--- src/sv/aalr_pkg.sv ---
// aalr_pkg: shared types and constants for the anti-aliased line rasterizer.
// Depends on nothing; used by every module of the block.
`timescale 1ns / 1ps
package aalr_pkg;
  localparam int COORD_BITS_DEF = 10;
  localparam int CB = 10;
  localparam logic [15:0] GREEN_MASK = 16'h07E0;
  localparam logic [15:0] BLUE_MASK  = 16'h001F;
  localparam logic [5:0]  MAX5 = 6'd31;
  localparam logic [5:0]  MAX6 = 6'd63;

  localparam logic CMD_START = 1'b0;
  localparam logic CMD_STEP  = 1'b1;

  typedef struct packed {
    logic          command;
    logic [CB-1:0] start_x;
    logic [CB-1:0] start_y;
    logic [CB-1:0] end_col;
    logic [CB-1:0] end_row;
    logic [15:0]   line_color;
  } in_req_t;

  typedef struct packed {
    logic [CB-1:0] pixel_x;
    logic [CB-1:0] pixel_y;
    logic [15:0]   pixel_color;
    logic          last_of_step;
    logic          line_done;
  } out_req_t;

  // controller -> datapath commands
  typedef struct packed {
    logic load;      // latch a start request
    logic sqrt_go;   // start the edge length root
    logic pix_go;    // compute next pixel of current step
    logic commit;    // apply step state update
  } dp_cmd_t;

  // datapath -> controller status
  typedef struct packed {
    logic busy;      // root or divider running
    logic pix_valid; // a pixel finished
    logic step_end;  // the finished pixel is the last of the step
  } dp_sts_t;
endpackage

--- src/sv/aalr_datapath.sv ---
// aalr_datapath: line state, integer square root and shared serial divider for blending.
// Depends on aalr_pkg.
`timescale 1ns / 1ps
module aalr_datapath (
  input  logic                clk,
  input  logic                rst_n,
  input  aalr_pkg::in_req_t   req,
  input  aalr_pkg::dp_cmd_t   cmd,
  output aalr_pkg::dp_sts_t   sts,
  output aalr_pkg::out_req_t  pix,
  output logic                active
);
  localparam int CB = aalr_pkg::CB;
  localparam int EW = CB + 2;          // signed error width
  localparam int LW = CB + 1;          // edge length width
  localparam int SQW = 2 * CB + 2;     // squared sum width (even)
  localparam int NR = SQW / 2;         // root iterations
  localparam int NW = EW + 1;          // weight arithmetic width
  localparam int PW = 6 + LW;          // product width

  logic [CB-1:0] cur_x_r, cur_y_r, tx_r, ty_r, dx_r, dy_r;
  logic          nx_r, ny_r, active_r;
  logic signed [EW-1:0] err_r;
  logic [LW-1:0] ed_r;
  logic [15:0]   col_r;

  // sqrt state
  logic [SQW-1:0] sq_v_r, sq_res_r, sq_bit_r;
  logic           sq_busy_r;
  logic [$clog2(NR+1)-1:0] sq_cnt_r;
  logic           zero_len_r;

  // step sequencing: pixel index 0 main, 1 first side, 2 second side
  logic [1:0] pidx_r;
  // divider
  logic           dv_busy_r;
  logic [1:0]     dv_ch_r;
  logic [PW-1:0]  dv_rem_r, dv_num_r;
  logic [4:0]     dv_q_r;
  logic [$clog2(PW+1)-1:0] dv_cnt_r;
  logic [LW-1:0]  w_r;
  logic [4:0]     rr_r, bb_r;
  logic [5:0]     gg_r;
  logic [CB-1:0]  px_r, py_r;
  logic           last_r, done_r, pv_r;

  // step decisions, combinational from state
  logic signed [NW-1:0] e2, sdx, sdy, n0, n1, n2;
  logic c1, c2, at_x, at_y, e1ok, e2ok, take1, take2, end1, done_s;
  always_comb begin
    e2  = NW'(err_r);
    sdx = NW'(signed'({1'b0, dx_r}));
    sdy = NW'(signed'({1'b0, dy_r}));
    n0  = e2 - sdx + sdy;
    if (n0 < 0) n0 = -n0;
    n1  = e2 + sdy;
    n2  = sdx - e2;
    c1  = (e2 <<< 1) >= -sdx;
    c2  = (e2 <<< 1) <= sdy;
    at_x = cur_x_r == tx_r;
    at_y = cur_y_r == ty_r;
    e1ok = n1 < NW'(signed'({1'b0, ed_r}));
    e2ok = n2 < NW'(signed'({1'b0, ed_r}));
    done_s = (c1 && at_x) || (!(c1 && at_x) && c2 && at_y);
    take1 = c1 && !at_x && e1ok;
    take2 = !(c1 && at_x) && c2 && !at_y && e2ok;
    end1 = !take2;
  end

  logic signed [NW-1:0] nsel;
  logic [CB-1:0] sx_nx, sy_nx;
  always_comb begin
    sx_nx = nx_r ? cur_x_r - 1'b1 : cur_x_r + 1'b1;
    sy_nx = ny_r ? cur_y_r - 1'b1 : cur_y_r + 1'b1;
    nsel = n0;
    priority if (pidx_r == 2'd0) nsel = n0;
    else if (pidx_r == 2'd1 && take1) nsel = n1;
    else nsel = n2;
  end

  logic [LW-1:0] wclamp;
  always_comb begin
    if (nsel < 0) wclamp = '0;
    else if (nsel > NW'(signed'({1'b0, ed_r}))) wclamp = ed_r;
    else wclamp = nsel[LW-1:0];
  end

  logic [5:0] ch_c, ch_max;
  always_comb begin
    unique case (dv_ch_r)
      2'd0: begin ch_c = {1'b0, col_r[15:11]}; ch_max = aalr_pkg::MAX5; end
      2'd1: begin ch_c = 6'((col_r & aalr_pkg::GREEN_MASK) >> 5); ch_max = aalr_pkg::MAX6; end
      default: begin ch_c = 6'(col_r & aalr_pkg::BLUE_MASK); ch_max = aalr_pkg::MAX5; end
    endcase
  end

  logic [PW-1:0] rem_sh;
  logic [PW:0]   rem_try;
  always_comb begin
    rem_sh  = {dv_rem_r[PW-2:0], dv_num_r[PW-1]};
    rem_try = {1'b0, rem_sh} - {{(PW-LW+1){1'b0}}, ed_r};
  end

  logic [SQW-1:0] sq_sum;
  logic [CB-1:0] adx, ady;
  logic [SQW-1:0] sq_try;
  always_comb begin
    adx = (req.end_col > req.start_x) ? req.end_col - req.start_x : req.start_x - req.end_col;
    ady = (req.end_row > req.start_y) ? req.end_row - req.start_y : req.start_y - req.end_row;
    sq_sum = SQW'(dx_r) * SQW'(dx_r) + SQW'(dy_r) * SQW'(dy_r);
    sq_try = sq_res_r + sq_bit_r;
  end

  always_ff @(posedge clk) begin
    if (!rst_n) begin
      cur_x_r <= '0; cur_y_r <= '0; tx_r <= '0; ty_r <= '0;
      dx_r <= '0; dy_r <= '0; nx_r <= 1'b0; ny_r <= 1'b0;
      err_r <= '0; ed_r <= LW'(1); col_r <= '0; active_r <= 1'b0;
      sq_busy_r <= 1'b0; dv_busy_r <= 1'b0; pv_r <= 1'b0; pidx_r <= '0;
      sq_cnt_r <= '0; zero_len_r <= 1'b0; dv_ch_r <= '0;
    end else begin
      pv_r <= 1'b0;
      if (cmd.load) begin
        cur_x_r <= req.start_x; cur_y_r <= req.start_y;
        tx_r <= req.end_col; ty_r <= req.end_row;
        col_r <= req.line_color;
        dx_r <= adx; dy_r <= ady;
        nx_r <= !(req.start_x < req.end_col);
        ny_r <= !(req.start_y < req.end_row);
        err_r <= EW'(signed'({1'b0, adx})) - EW'(signed'({1'b0, ady}));
        active_r <= 1'b1;
        pidx_r <= '0;
      end
      if (cmd.sqrt_go) begin
        sq_v_r <= sq_sum; sq_res_r <= '0;
        sq_bit_r <= SQW'(1) << (SQW - 2);
        sq_cnt_r <= '0; sq_busy_r <= 1'b1;
        zero_len_r <= (dx_r == '0) && (dy_r == '0);
      end else if (sq_busy_r) begin
        if (sq_v_r >= sq_try) begin
          sq_v_r <= sq_v_r - sq_try;
          sq_res_r <= (sq_res_r >> 1) + sq_bit_r;
        end else sq_res_r <= sq_res_r >> 1;
        sq_bit_r <= sq_bit_r >> 2;
        sq_cnt_r <= sq_cnt_r + 1'b1;
        if (sq_cnt_r == ($clog2(NR+1))'(NR - 1)) begin
          sq_busy_r <= 1'b0;
          if (zero_len_r) ed_r <= LW'(1);
          else if (sq_v_r >= sq_try) ed_r <= LW'((sq_res_r >> 1) + sq_bit_r);
          else ed_r <= LW'(sq_res_r >> 1);
        end
      end
      if (cmd.pix_go) begin
        w_r <= wclamp;
        dv_ch_r <= 2'd0; dv_busy_r <= 1'b1; dv_cnt_r <= '0;
        dv_rem_r <= '0; dv_q_r <= '0;
        dv_num_r <= PW'((aalr_pkg::MAX5 - {1'b0, col_r[15:11]}) * wclamp);
        priority if (pidx_r == 2'd0) begin
          px_r <= cur_x_r; py_r <= cur_y_r;
          last_r <= !(take1 || take2); done_r <= done_s && !(take1 || take2);
        end else if (pidx_r == 2'd1 && take1) begin
          px_r <= cur_x_r; py_r <= sy_nx;
          last_r <= end1; done_r <= done_s && end1;
        end else begin
          px_r <= sx_nx; py_r <= cur_y_r;
          last_r <= 1'b1; done_r <= done_s;
        end
      end else if (dv_busy_r) begin
        dv_num_r <= dv_num_r << 1;
        if (!rem_try[PW]) begin
          dv_rem_r <= rem_try[PW-1:0]; dv_q_r <= {dv_q_r[3:0], 1'b1};
        end else begin
          dv_rem_r <= rem_sh; dv_q_r <= {dv_q_r[3:0], 1'b0};
        end
        dv_cnt_r <= dv_cnt_r + 1'b1;
        if (dv_cnt_r == ($clog2(PW+1))'(PW - 1)) begin
          dv_cnt_r <= '0; dv_rem_r <= '0; dv_q_r <= '0;
          unique case (dv_ch_r)
            2'd0: begin
              rr_r <= 5'(ch_c + {dv_q_r, !rem_try[PW]});
              dv_ch_r <= 2'd1;
              dv_num_r <= PW'((aalr_pkg::MAX6 - 6'((col_r & aalr_pkg::GREEN_MASK) >> 5)) * w_r);
            end
            2'd1: begin
              gg_r <= 6'(ch_c + {dv_q_r, !rem_try[PW]});
              dv_ch_r <= 2'd2;
              dv_num_r <= PW'((aalr_pkg::MAX5 - 6'(col_r & aalr_pkg::BLUE_MASK)) * w_r);
            end
            default: begin
              bb_r <= 5'(ch_c + {dv_q_r, !rem_try[PW]});
              dv_busy_r <= 1'b0; pv_r <= 1'b1;
              pidx_r <= (pidx_r == 2'd0) ? (take1 ? 2'd1 : 2'd2) : 2'd2;
            end
          endcase
        end
      end
      if (cmd.commit) begin
        pidx_r <= '0;
        if (done_s) active_r <= 1'b0;
        else begin
          err_r <= err_r - (c1 ? EW'(signed'({1'b0, dy_r})) : EW'(0))
                         + (c2 ? EW'(signed'({1'b0, dx_r})) : EW'(0));
          if (c1) cur_x_r <= sx_nx;
          if (c2) cur_y_r <= sy_nx;
        end
      end
    end
  end

  assign sts.busy      = sq_busy_r || dv_busy_r;
  assign sts.pix_valid = pv_r;
  assign sts.step_end  = last_r;
  assign active        = active_r;
  assign pix = '{pixel_x: px_r, pixel_y: py_r, pixel_color: {rr_r, gg_r, bb_r},
                 last_of_step: last_r, line_done: done_r};

`ifndef SYNTHESIS
  a_one_unit: assert property (@(posedge clk) disable iff (!rst_n) !(sq_busy_r && dv_busy_r))
    else $error("root and divider both busy");
  a_ed_nz: assert property (@(posedge clk) disable iff (!rst_n) ed_r != '0)
    else $error("edge length zero");
  a_done_last: assert property (@(posedge clk) disable iff (!rst_n) pv_r && done_r |-> last_r)
    else $error("line_done without last_of_step");
`endif
endmodule

--- src/sv/aalr_ctrl.sv ---
// aalr_ctrl: request sequencing state machine for the rasterizer.
// Depends on aalr_pkg.
`timescale 1ns / 1ps
module aalr_ctrl (
  input  logic               clk,
  input  logic               rst_n,
  input  logic               in_valid,
  input  logic               in_cmd,
  output logic               in_stall,
  input  logic               line_active,
  input  aalr_pkg::dp_sts_t  sts,
  output aalr_pkg::dp_cmd_t  cmd,
  input  logic               out_stall,
  output logic               out_valid,
  output logic               out_capture
);
  typedef enum logic [2:0] {S_IDLE, S_ROOT, S_ROOTW, S_PIX, S_WAIT, S_SEND} state_t;
  state_t state_r, state_nxt;
  logic ov_r, ov_nxt, lastp_r, lastp_nxt;
  logic acc;

  assign in_stall = (state_r != S_IDLE) || ov_r;
  assign acc = in_valid && !in_stall;
  assign out_valid = ov_r;

  always_comb begin
    state_nxt = state_r; ov_nxt = ov_r; lastp_nxt = lastp_r;
    cmd = '0; out_capture = 1'b0;
    if (ov_r && !out_stall) ov_nxt = 1'b0;
    unique case (state_r)
      S_IDLE: if (acc) begin
        if (in_cmd == aalr_pkg::CMD_START) begin
          cmd.load = 1'b1; state_nxt = S_ROOT;
        end else if (line_active) state_nxt = S_PIX;
      end
      S_ROOT:  begin cmd.sqrt_go = 1'b1; state_nxt = S_ROOTW; end
      S_ROOTW: if (!sts.busy) state_nxt = S_IDLE;
      S_PIX:   if (!ov_r) begin cmd.pix_go = 1'b1; state_nxt = S_WAIT; end
      S_WAIT:  if (sts.pix_valid) state_nxt = S_SEND;
      S_SEND: if (!ov_nxt) begin
        out_capture = 1'b1; ov_nxt = 1'b1; lastp_nxt = sts.step_end;
        if (sts.step_end) begin cmd.commit = 1'b1; state_nxt = S_IDLE; end
        else state_nxt = S_PIX;
      end
      default: state_nxt = S_IDLE;
    endcase
  end

  always_ff @(posedge clk) begin
    if (!rst_n) begin
      state_r <= S_IDLE; ov_r <= 1'b0; lastp_r <= 1'b0;
    end else begin
      state_r <= state_nxt; ov_r <= ov_nxt; lastp_r <= lastp_nxt;
    end
  end

`ifndef SYNTHESIS
  a_no_accept_busy: assert property (@(posedge clk) disable iff (!rst_n)
    state_r != S_IDLE |-> in_stall) else $error("accept while busy");
  a_cap_free: assert property (@(posedge clk) disable iff (!rst_n)
    out_capture |-> !(ov_r && out_stall)) else $error("overwrite of held result");
  a_commit_last: assert property (@(posedge clk) disable iff (!rst_n)
    cmd.commit |=> out_valid && lastp_r) else $error("commit without last pixel");
`endif
endmodule

--- src/sv/antialiased_line_rasterizer.sv ---
// antialiased_line_rasterizer: top level, controller plus datapath plus output register.
// Depends on aalr_pkg, aalr_ctrl, aalr_datapath.
`timescale 1ns / 1ps
// channel | ports                       | direction | moves
// input   | in_valid, in_stall, in_data | in        | start or step request
// output  | out_valid, out_stall, out_data | out    | one pixel request
// Start: the edge length comes from a bit-serial square root of CB+1 iterations.
// Step: per pixel, three channel divisions on one serial divider.
// Reset (rst_n low, synchronous) idles the block; edge length reads 1.
// Input is stalled while a request is in work or a result is held.
// A held result waits for out_stall low; the next pixel starts only then.
module antialiased_line_rasterizer (
  input  logic               clk,
  input  logic               rst_n,
  input  logic               in_valid,
  output logic               in_stall,
  input  aalr_pkg::in_req_t  in_data,
  output logic               out_valid,
  input  logic               out_stall,
  output aalr_pkg::out_req_t out_data
);
  aalr_pkg::dp_cmd_t  cmd;
  aalr_pkg::dp_sts_t  sts;
  aalr_pkg::out_req_t pix;
  aalr_pkg::out_req_t out_r;
  logic line_active, cap;

  aalr_ctrl u_ctrl (
    .clk(clk), .rst_n(rst_n), .in_valid(in_valid), .in_cmd(in_data.command),
    .in_stall(in_stall), .line_active(line_active), .sts(sts), .cmd(cmd),
    .out_stall(out_stall), .out_valid(out_valid), .out_capture(cap)
  );

  aalr_datapath u_dp (
    .clk(clk), .rst_n(rst_n), .req(in_data), .cmd(cmd), .sts(sts),
    .pix(pix), .active(line_active)
  );

  // output register: payload, no reset needed
  always_ff @(posedge clk) begin
    if (cap) out_r <= pix;
  end
  assign out_data = out_r;
endmodule

--- config.mk ---
export PLATFORM = sky130hd
export DESIGN_NAME = antialiased_line_rasterizer
export DESIGN_NICKNAME = d
export VERILOG_FILES = /design/src/sv/aalr_pkg.sv /design/src/sv/aalr_datapath.sv /design/src/sv/aalr_ctrl.sv /design/src/sv/antialiased_line_rasterizer.sv
export SDC_FILE = /design/constraint.sdc
export NUM_CORES = 2
export LEC_CHECK = 0
export ABC_AREA = 0
export BUFFER_PORTS_ARGS = -buffer_cell sky130_fd_sc_hd__buf_2
export CORE_MARGIN = 4
export CORE_UTILIZATION = 55
export DETAILED_ROUTE_END_ITERATION = 7
export PLACE_DENSITY_LB_ADDON = 0.08
export SYNTH_ARGS = -nofsm -noshare
export SYNTH_HDL_FRONTEND = slang
export SYNTH_SLANG_ARGS = --single-unit
--- constraint.sdc ---
create_clock -name clk -period 9.2 [get_ports clk]
set_input_delay 1.84 -clock clk [delete_from_list [all_inputs] [get_ports clk]]
set_output_delay 1.84 -clock clk [all_outputs]
set_load 0.02 [all_outputs]
---- Word level (Yosys, flattened, before mapping) ----
Index checks and enable logic that the tools add are counted.
word-level totals
  memories kept ........................... 0
  output and inout bits ................... 40
  input port bits ......................... 61
  register bits after elaboration ......... 303
  RAM bits ................................ 0
  latch bits .............................. 0
  logic and storage cells ................. 253
  bits in read-only memories .............. 0
operators by class
  divide/modulo/power cells ............... 0
  equal/unequal tests ..................... 17
  reduce and logical (&&, ||, !) cells .... 52
  magnitude comparators ................... 12
  bitwise logic cells ..................... 6
  add/sub/neg operators ................... 28
  shift-type cells ........................ 0
  multipliers ............................. 5
  multiplexer cells ....................... 92
operator list
  operator                 number
  $mux W10                 18
  $mux W22                 5
  $mul A17 B11 Y17         3
  $mux W17                 3
  $mux W16                 3
  $mux W11                 4
  $mul A10 B10 Y20         2
  $sub A10 B10 Y10         4
  $mux W13                 3
  $mux W12                 3
  $pmux W17 S2             1
  $mux W1                  29
  $lt A13 B1 Y1 const B    2
  $lt A13 B12 Y1           2
  $add A21 B21 Y22         1
  $add A22 B21 Y22         1
  $ge A22 B22 Y1           1
  $sub A22 B22 Y22         1
  $add A20 B20 Y21         1
  $mux W21                 1
  $mux W3                  7
  $add A10 B1 Y10 const B  2
  $eq A10 B10 Y1           2
  $gt A10 B10 Y1           2
  49 further kinds         111

---- Logic depth before layout (Yosys ltp) ----
  word-level depth ........................ 12
  mapped depth ............................ 49
  mapped depth without buffers ............ 47

---- Hierarchy ----
From an unflattened synthesis, not the netlist that was laid out.
unflattened totals
  cells, all modules ...................... 3756
  area, all modules ....................... 33850.0 µm²
modules (own cells, without submodules)
  module                       cells each  area each (µm²)  times used  seq. area each (µm²)
  aalr_datapath                3682        32427.4          1           6696.4
  antialiased_line_rasterizer  38          1141.1           1           1141.1
  aalr_ctrl                    36          281.5            1           80.1

---- Worst setup path before layout ----
No wires, ideal clock.
  path kind ............................... register to register
  start ................................... register u_dp.dy_r[1]
  end ..................................... register u_dp.dv_num_r[15], data pin
  data required time ...................... 8.931 ns
  setup time .............................. 0.269 ns
  path buffers ............................ 3
  clock period less this slack ............ 9.760 ns
  path slack .............................. -0.560 ns
  cell stages (with the launch flop) ...... 49
  data arrival time ....................... 9.491 ns
  cells stage by stage .................... dfxtp_1 -> clkbuf_1 -> inv_2 -> fa_1 -> nor2b_1 -> o211ai_1 -> nand2_1 -> a21oi_1 -> xnor2_1 -> ha_1 -> inv_1 -> o211ai_1 -> a31oi_1 -> o31ai_1 -> o211ai_1 -> nand3b_1 -> buf_2 -> nand2_1 -> (+13 left out) -> fa_1 -> inv_1 -> ha_1 -> ha_1 -> inv_1 -> fa_1 -> fa_1 -> inv_1 -> ha_1 -> inv_1 -> o21bai_1 -> a21o_1 -> a21o_1 -> a31oi_1 -> o21ai_0 -> a31oi_1 -> xor2_1 -> o22ai_1
on the way
  cells in the longest elaborated chain, start to end .. 11
  elaborated cells on any way between the ends .. 16
  classes of those cells .................. 3 x add/sub; 1 x mul; 4 x order compare; 6 x mux; 2 x reduce/logical
RTL lines
  element                 RTL line              source
  start, declared         aalr_datapath.sv:21   logic [CB-1:0] cur_x_r, cur_y_r, tx_r, ty_r, dx_r, dy_r;
  start signal, assigned  aalr_datapath.sv:117  dx_r <= '0; dy_r <= '0; nx_r <= 1'b0; ny_r <= 1'b0;
  start signal, assigned  aalr_datapath.sv:127  dx_r <= adx; dy_r <= ady;
  $add A12 B11 Y13        aalr_datapath.sv:56   n1 = e2 + sdy;
  $lt A13 B12 Y1          aalr_datapath.sv:62   e1ok = n1 < NW'(signed'({1'b0, ed_r}));
  $logic_and A1 B1 Y1     aalr_datapath.sv:65   take1 = c1 && !at_x && e1ok;
  $logic_and A1 B1 Y1     aalr_datapath.sv:77   else if (pidx_r == 2'd1 && take1) nsel = n1;
  $mux W13                aalr_datapath.sv:77
  $mux W13 (*)            aalr_datapath.sv:76   priority if (pidx_r == 2'd0) nsel = n0;
  $gt A13 B12 Y1          aalr_datapath.sv:84   else if (nsel > NW'(signed'({1'b0, ed_r}))) wclamp = ed_r;
  $mux W11                aalr_datapath.sv:84
  $mux W11 (*)            aalr_datapath.sv:83   if (nsel < 0) wclamp = '0;
  $mul A17 B11 Y17 (*)    aalr_datapath.sv:157  dv_num_r <= PW'((aalr_pkg::MAX5 - {1'b0, col_r[15:11]}) * wclamp);
  $mux W17 (*)            aalr_datapath.sv:153  if (cmd.pix_go) begin
  end signal, assigned    aalr_datapath.sv:157
  end signal, assigned    aalr_datapath.sv:169  dv_num_r <= dv_num_r << 1;
  end signal, assigned    aalr_datapath.sv:182  dv_num_r <= PW'((aalr_pkg::MAX6 - 6'((col_r & aalr_pkg::GREEN_MASK) >> 5)) * w_r);
  end, declared           aalr_datapath.sv:38   logic [PW-1:0] dv_rem_r, dv_num_r;
Every way passes the cells marked *; elsewhere a longest branch is shown, timed or not.
A chain may end at the register's enable or synchronous reset.

---- Final worst setup path ----
  start ................................... register u_dp.err_r[0]
  end ..................................... register u_dp.dv_num_r[16], data pin
on the way
  cells in the longest elaborated chain, start to end .. 11
  elaborated cells on any way between the ends .. 20
  classes of those cells .................. 5 x add/sub; 1 x mul; 5 x order compare; 6 x mux; 3 x reduce/logical
RTL lines
  element                                                   RTL line              source
  start, declared                                           aalr_datapath.sv:23   logic signed [EW-1:0] err_r;
  start signal, assigned                                    aalr_datapath.sv:130  err_r <= EW'(signed'({1'b0, adx})) - EW'(signed'({1'b0, ady}));
  start signal, assigned                                    aalr_datapath.sv:201  err_r <= err_r - (c1 ? EW'(signed'({1'b0, dy_r})) : EW'(0))
  branches (longest 5 deep; another with $sub A12 B11 Y13)  --
  $mux W13 (*)                                              aalr_datapath.sv:76
  $gt A13 B12 Y1                                            aalr_datapath.sv:84
  $mux W11                                                  aalr_datapath.sv:84
  $mux W11 (*)                                              aalr_datapath.sv:83
  $mul A17 B11 Y17 (*)                                      aalr_datapath.sv:157
  $mux W17 (*)                                              aalr_datapath.sv:153
Mark *: on every way between the ends.

==> impl_metrics.yaml <==
logic_synthesis:
  yosys-top-cells-count: "535 x inv_1, 491 x ha_1, 331 x nand2_1"
  yosys.area.top_type_share_pct: 17.8
  synth.yosys.warnings: 0
  synth_cell_type_count: 75
  syn_inst: 3867
  synth.most_common_cell: "inv_1"
  ys_ff_latch: 303
  avgSynthCellArea_sq_um: 8.91
  synth_top_area_cell: "ha_1"
  synth_seq_area_share_pct: 23.0
  synth-edff-count: 185
  synth_fp_nets: 4669
  async_flop_share_pct: 0
  synth_top_flop_cell: "edfxtp_1"
  synth_area_leaders: "ha_1 18%, edfxtp_1 16%, fa_1 15%"
  syn_area_sq_um: 34500
routing:
  firstDrtPassIters: 5
  drc_errors: 0
  ant_nets: 0
  via_per_inst: 5.52
  wl_mm: 88.3
  first_iter_violations: 1708
  vias: 27400
  wire_per_inst_um: 17.8
run:
  maxCapViolCount: 0
grt:
  overflow: 0
  track_usage_pct: 26.2
  grt_max_degree: 79
  grt_first_pass_wirelength_mm: 142
  grt_pass1_vias: 26900
  antenna_found_initial: 3
place:
  place_hpwl_mm: 68.9
  place.gp.congestion: 0.898
  port_buffers: 100
floorplanning:
  row_count: 91
  die_w_um: 258
  start_util_pct: 55.8
  die_area_sq_um: 66700
  coreArea_sq_um: 61800
  fp.dieH_um: 258
  ios: 101
clock_tree:
  cts_buffer_depth: 3
  numCtsBuffers: 38
  clock-root-buffer: "clkbuf_16"
  clkTransAtPathRegs_ps: 60
  holdBufCountCts: 0
  htreeDepth: 2
  cts_tree: "done"
  clock_latency_ps: 590
  cts_sinks: 303
final_layout:
  multi_input_area_sq_um: 24400
  final.fill_count: 5344
  nNetsFinal: 4898
  ff_latch_area_sq_um: 7930
  drive_gt1_share_pct: 12.2
  area_delta_synth_final_pct: 13.4
worst_setup_path:
  worst-setup-path-type: "reg -> reg"
  path_max_fanout: 6
  cp_slowest_stage_delay_ps: 560
  startpoint_type: "flop"
  cp-end-kind: "flop"
  crit_slowest_cell: "fa_1"
  cp_data_required_time_ps: 9470
  arrival_ps: 9720
hold_path:
  hp-class: "reg -> reg"
timing:
  tightest_slew_ps: 1190
  tns_ps: -897
  rsz0062_at_grt: "yes"
  fin_crit_ps: 9460
  min_period_over_period_pct: 103
  slew_headroom_pct: 20.6
  hold_violations: 0
  setup_viol: 6
  clock_skew_ps: 37.8
  setup_ws_ps: -258
  fmax_mhz: 106
  maxSlewViolCount: 0
run_status:
  violations: "setup timing"
  status: "finished, violations left"
## critical path, delay by kind of cell, from the launching register on
| family | cells | cell delay [ps] |
|---|---|---|
| adders and majority gates | 10 | 3400 |
| AOI/OAI and AO/OA | 16 | 2420 |
| buffers and inverters | 8 | 800 |
| and+or+nand+nor | 7 | 1440 |
| xor gates and xnor gates | 2 | 290 |
| DFF | 1 | 360 |
| muxes | 3 | 410 |
## what timing repair did
item | CTS | global route
buffers inserted | 14 | 8
endpoints found under the setup margin | 7 | 9
gates resized for setup | 25 | 44
pin swaps | 33 | 42
gates cloned | 0 | 0
## cell usage in the layout, fill, tap and decap left out, types with 28 or more instances in the layout
cell type	n
buf_4	220
clkbuf_16	43
dfxtp_1	114
nand3_1	39
xor2_1	94
nand2_1	331
nor2b_1	105
xnor2_1	147
nor3_1	69
o21ai_0	151
ha_1	479
and2_1	62
a21o_1	55
a21oi_1	208
a31oi_1	28
o21bai_1	33
nor2_1	246
edfxtp_1	185
or3_1	32
buf_2	100
o21a_1	29
inv_1	530
a211oi_1	49
nand2b_1	78
fa_1	247
mux2i_1	61
## path summary, 6_finish.rpt
kind / startpoint / end / slack (ps) / depth (start not counted)
worst max register to register: u_dp.err_r[0] / u_dp.dv_num_r[16] / -260 / 46
worst max-delay path: u_dp.err_r[0] / u_dp.dv_num_r[16] / -260 / 46
worst min-delay path: u_dp.px_r[1] / out_data[29] / 420 / 0
worst min register to register: u_dp.px_r[1] / out_data[29] / 420 / 0
## registers in the layout, summed over array words and instances, names as in the netlist, 11 cells and up
| name | count |
|---|---|
| u_dp.err_r | 12 |
| u_dp.sq_v_r | 22 |
| u_dp.w_r | 11 |
| u_dp.ed_r | 11 |
| u_dp.dv_rem_r | 16 |
| u_dp.sq_res_r | 22 |
| u_dp.dv_num_r | 17 |
| u_dp.col_r | 16 |
| out_data | 38 |
| u_dp.sq_bit_r | 11 |
## through the flow
| step | utilization [%] | hold WS (ps) | std cells | setup WS, ps | cell area [sq um] |
|---|---|---|---|---|---|
| 6_report | 63.2 | 419 | 4964 | -258 | 39100 |
| 5_1_grt | 63.2 | 424 | 4964 | -728 | 39100 |
| 4_1_cts | 62.7 | 419 | 4955 | 1.30 | 38800 |
| 3_5_place_dp | 60.1 | 405 | 4871 | -384 | 37200 |
| 3_3_place_gp | 60.1 | 402 | 4871 | -211 | 37200 |
| 2_1_floorplan | - | 400 | 3867 | 29.3 | 34600 |
## cell type report
type,count,share of cell area [%]
Sequential cell,303,20.3
Inverter,547,5.27
Tap cell,837,2.68
Antenna cell,1,0.00640
Timing Repair Buffer,327,5.71
Multi-Input combinational cell,2879,62.5
Clock buffer,54,2.92
Clock inverter,16,0.653
## metal layers
| metal | global-route usage (%) | vias up | part of all wire, % |
|---|---|---|---|
| li1 | - | 13600 | - |
| met1 | 36.5 | 13100 | 46 |
| met2 | 43.9 | 544 | 47 |
| met3 | 2.94 | 128 | 4.4 |
| met4 | 6.93 | 4 | 2.5 |
| met5 | 0 | - | 0.024 |
## logic make-up after synthesis
kind of cell / count (synthesis) / synth area share (%)
xor+xnor: 244 / 6.20
compound gates: 749 / 13.9
buf+inv: 685 / 7.47
mux: 76 / 2.23
simple gates: 1069 / 14.9
flops: 303 / 23.0
fa+ha+maj: 741 / 32.3
Power is left out: the tool's default activity adds up to more than one toggle a clock period on the data nets, which glitch-free logic cannot reach.
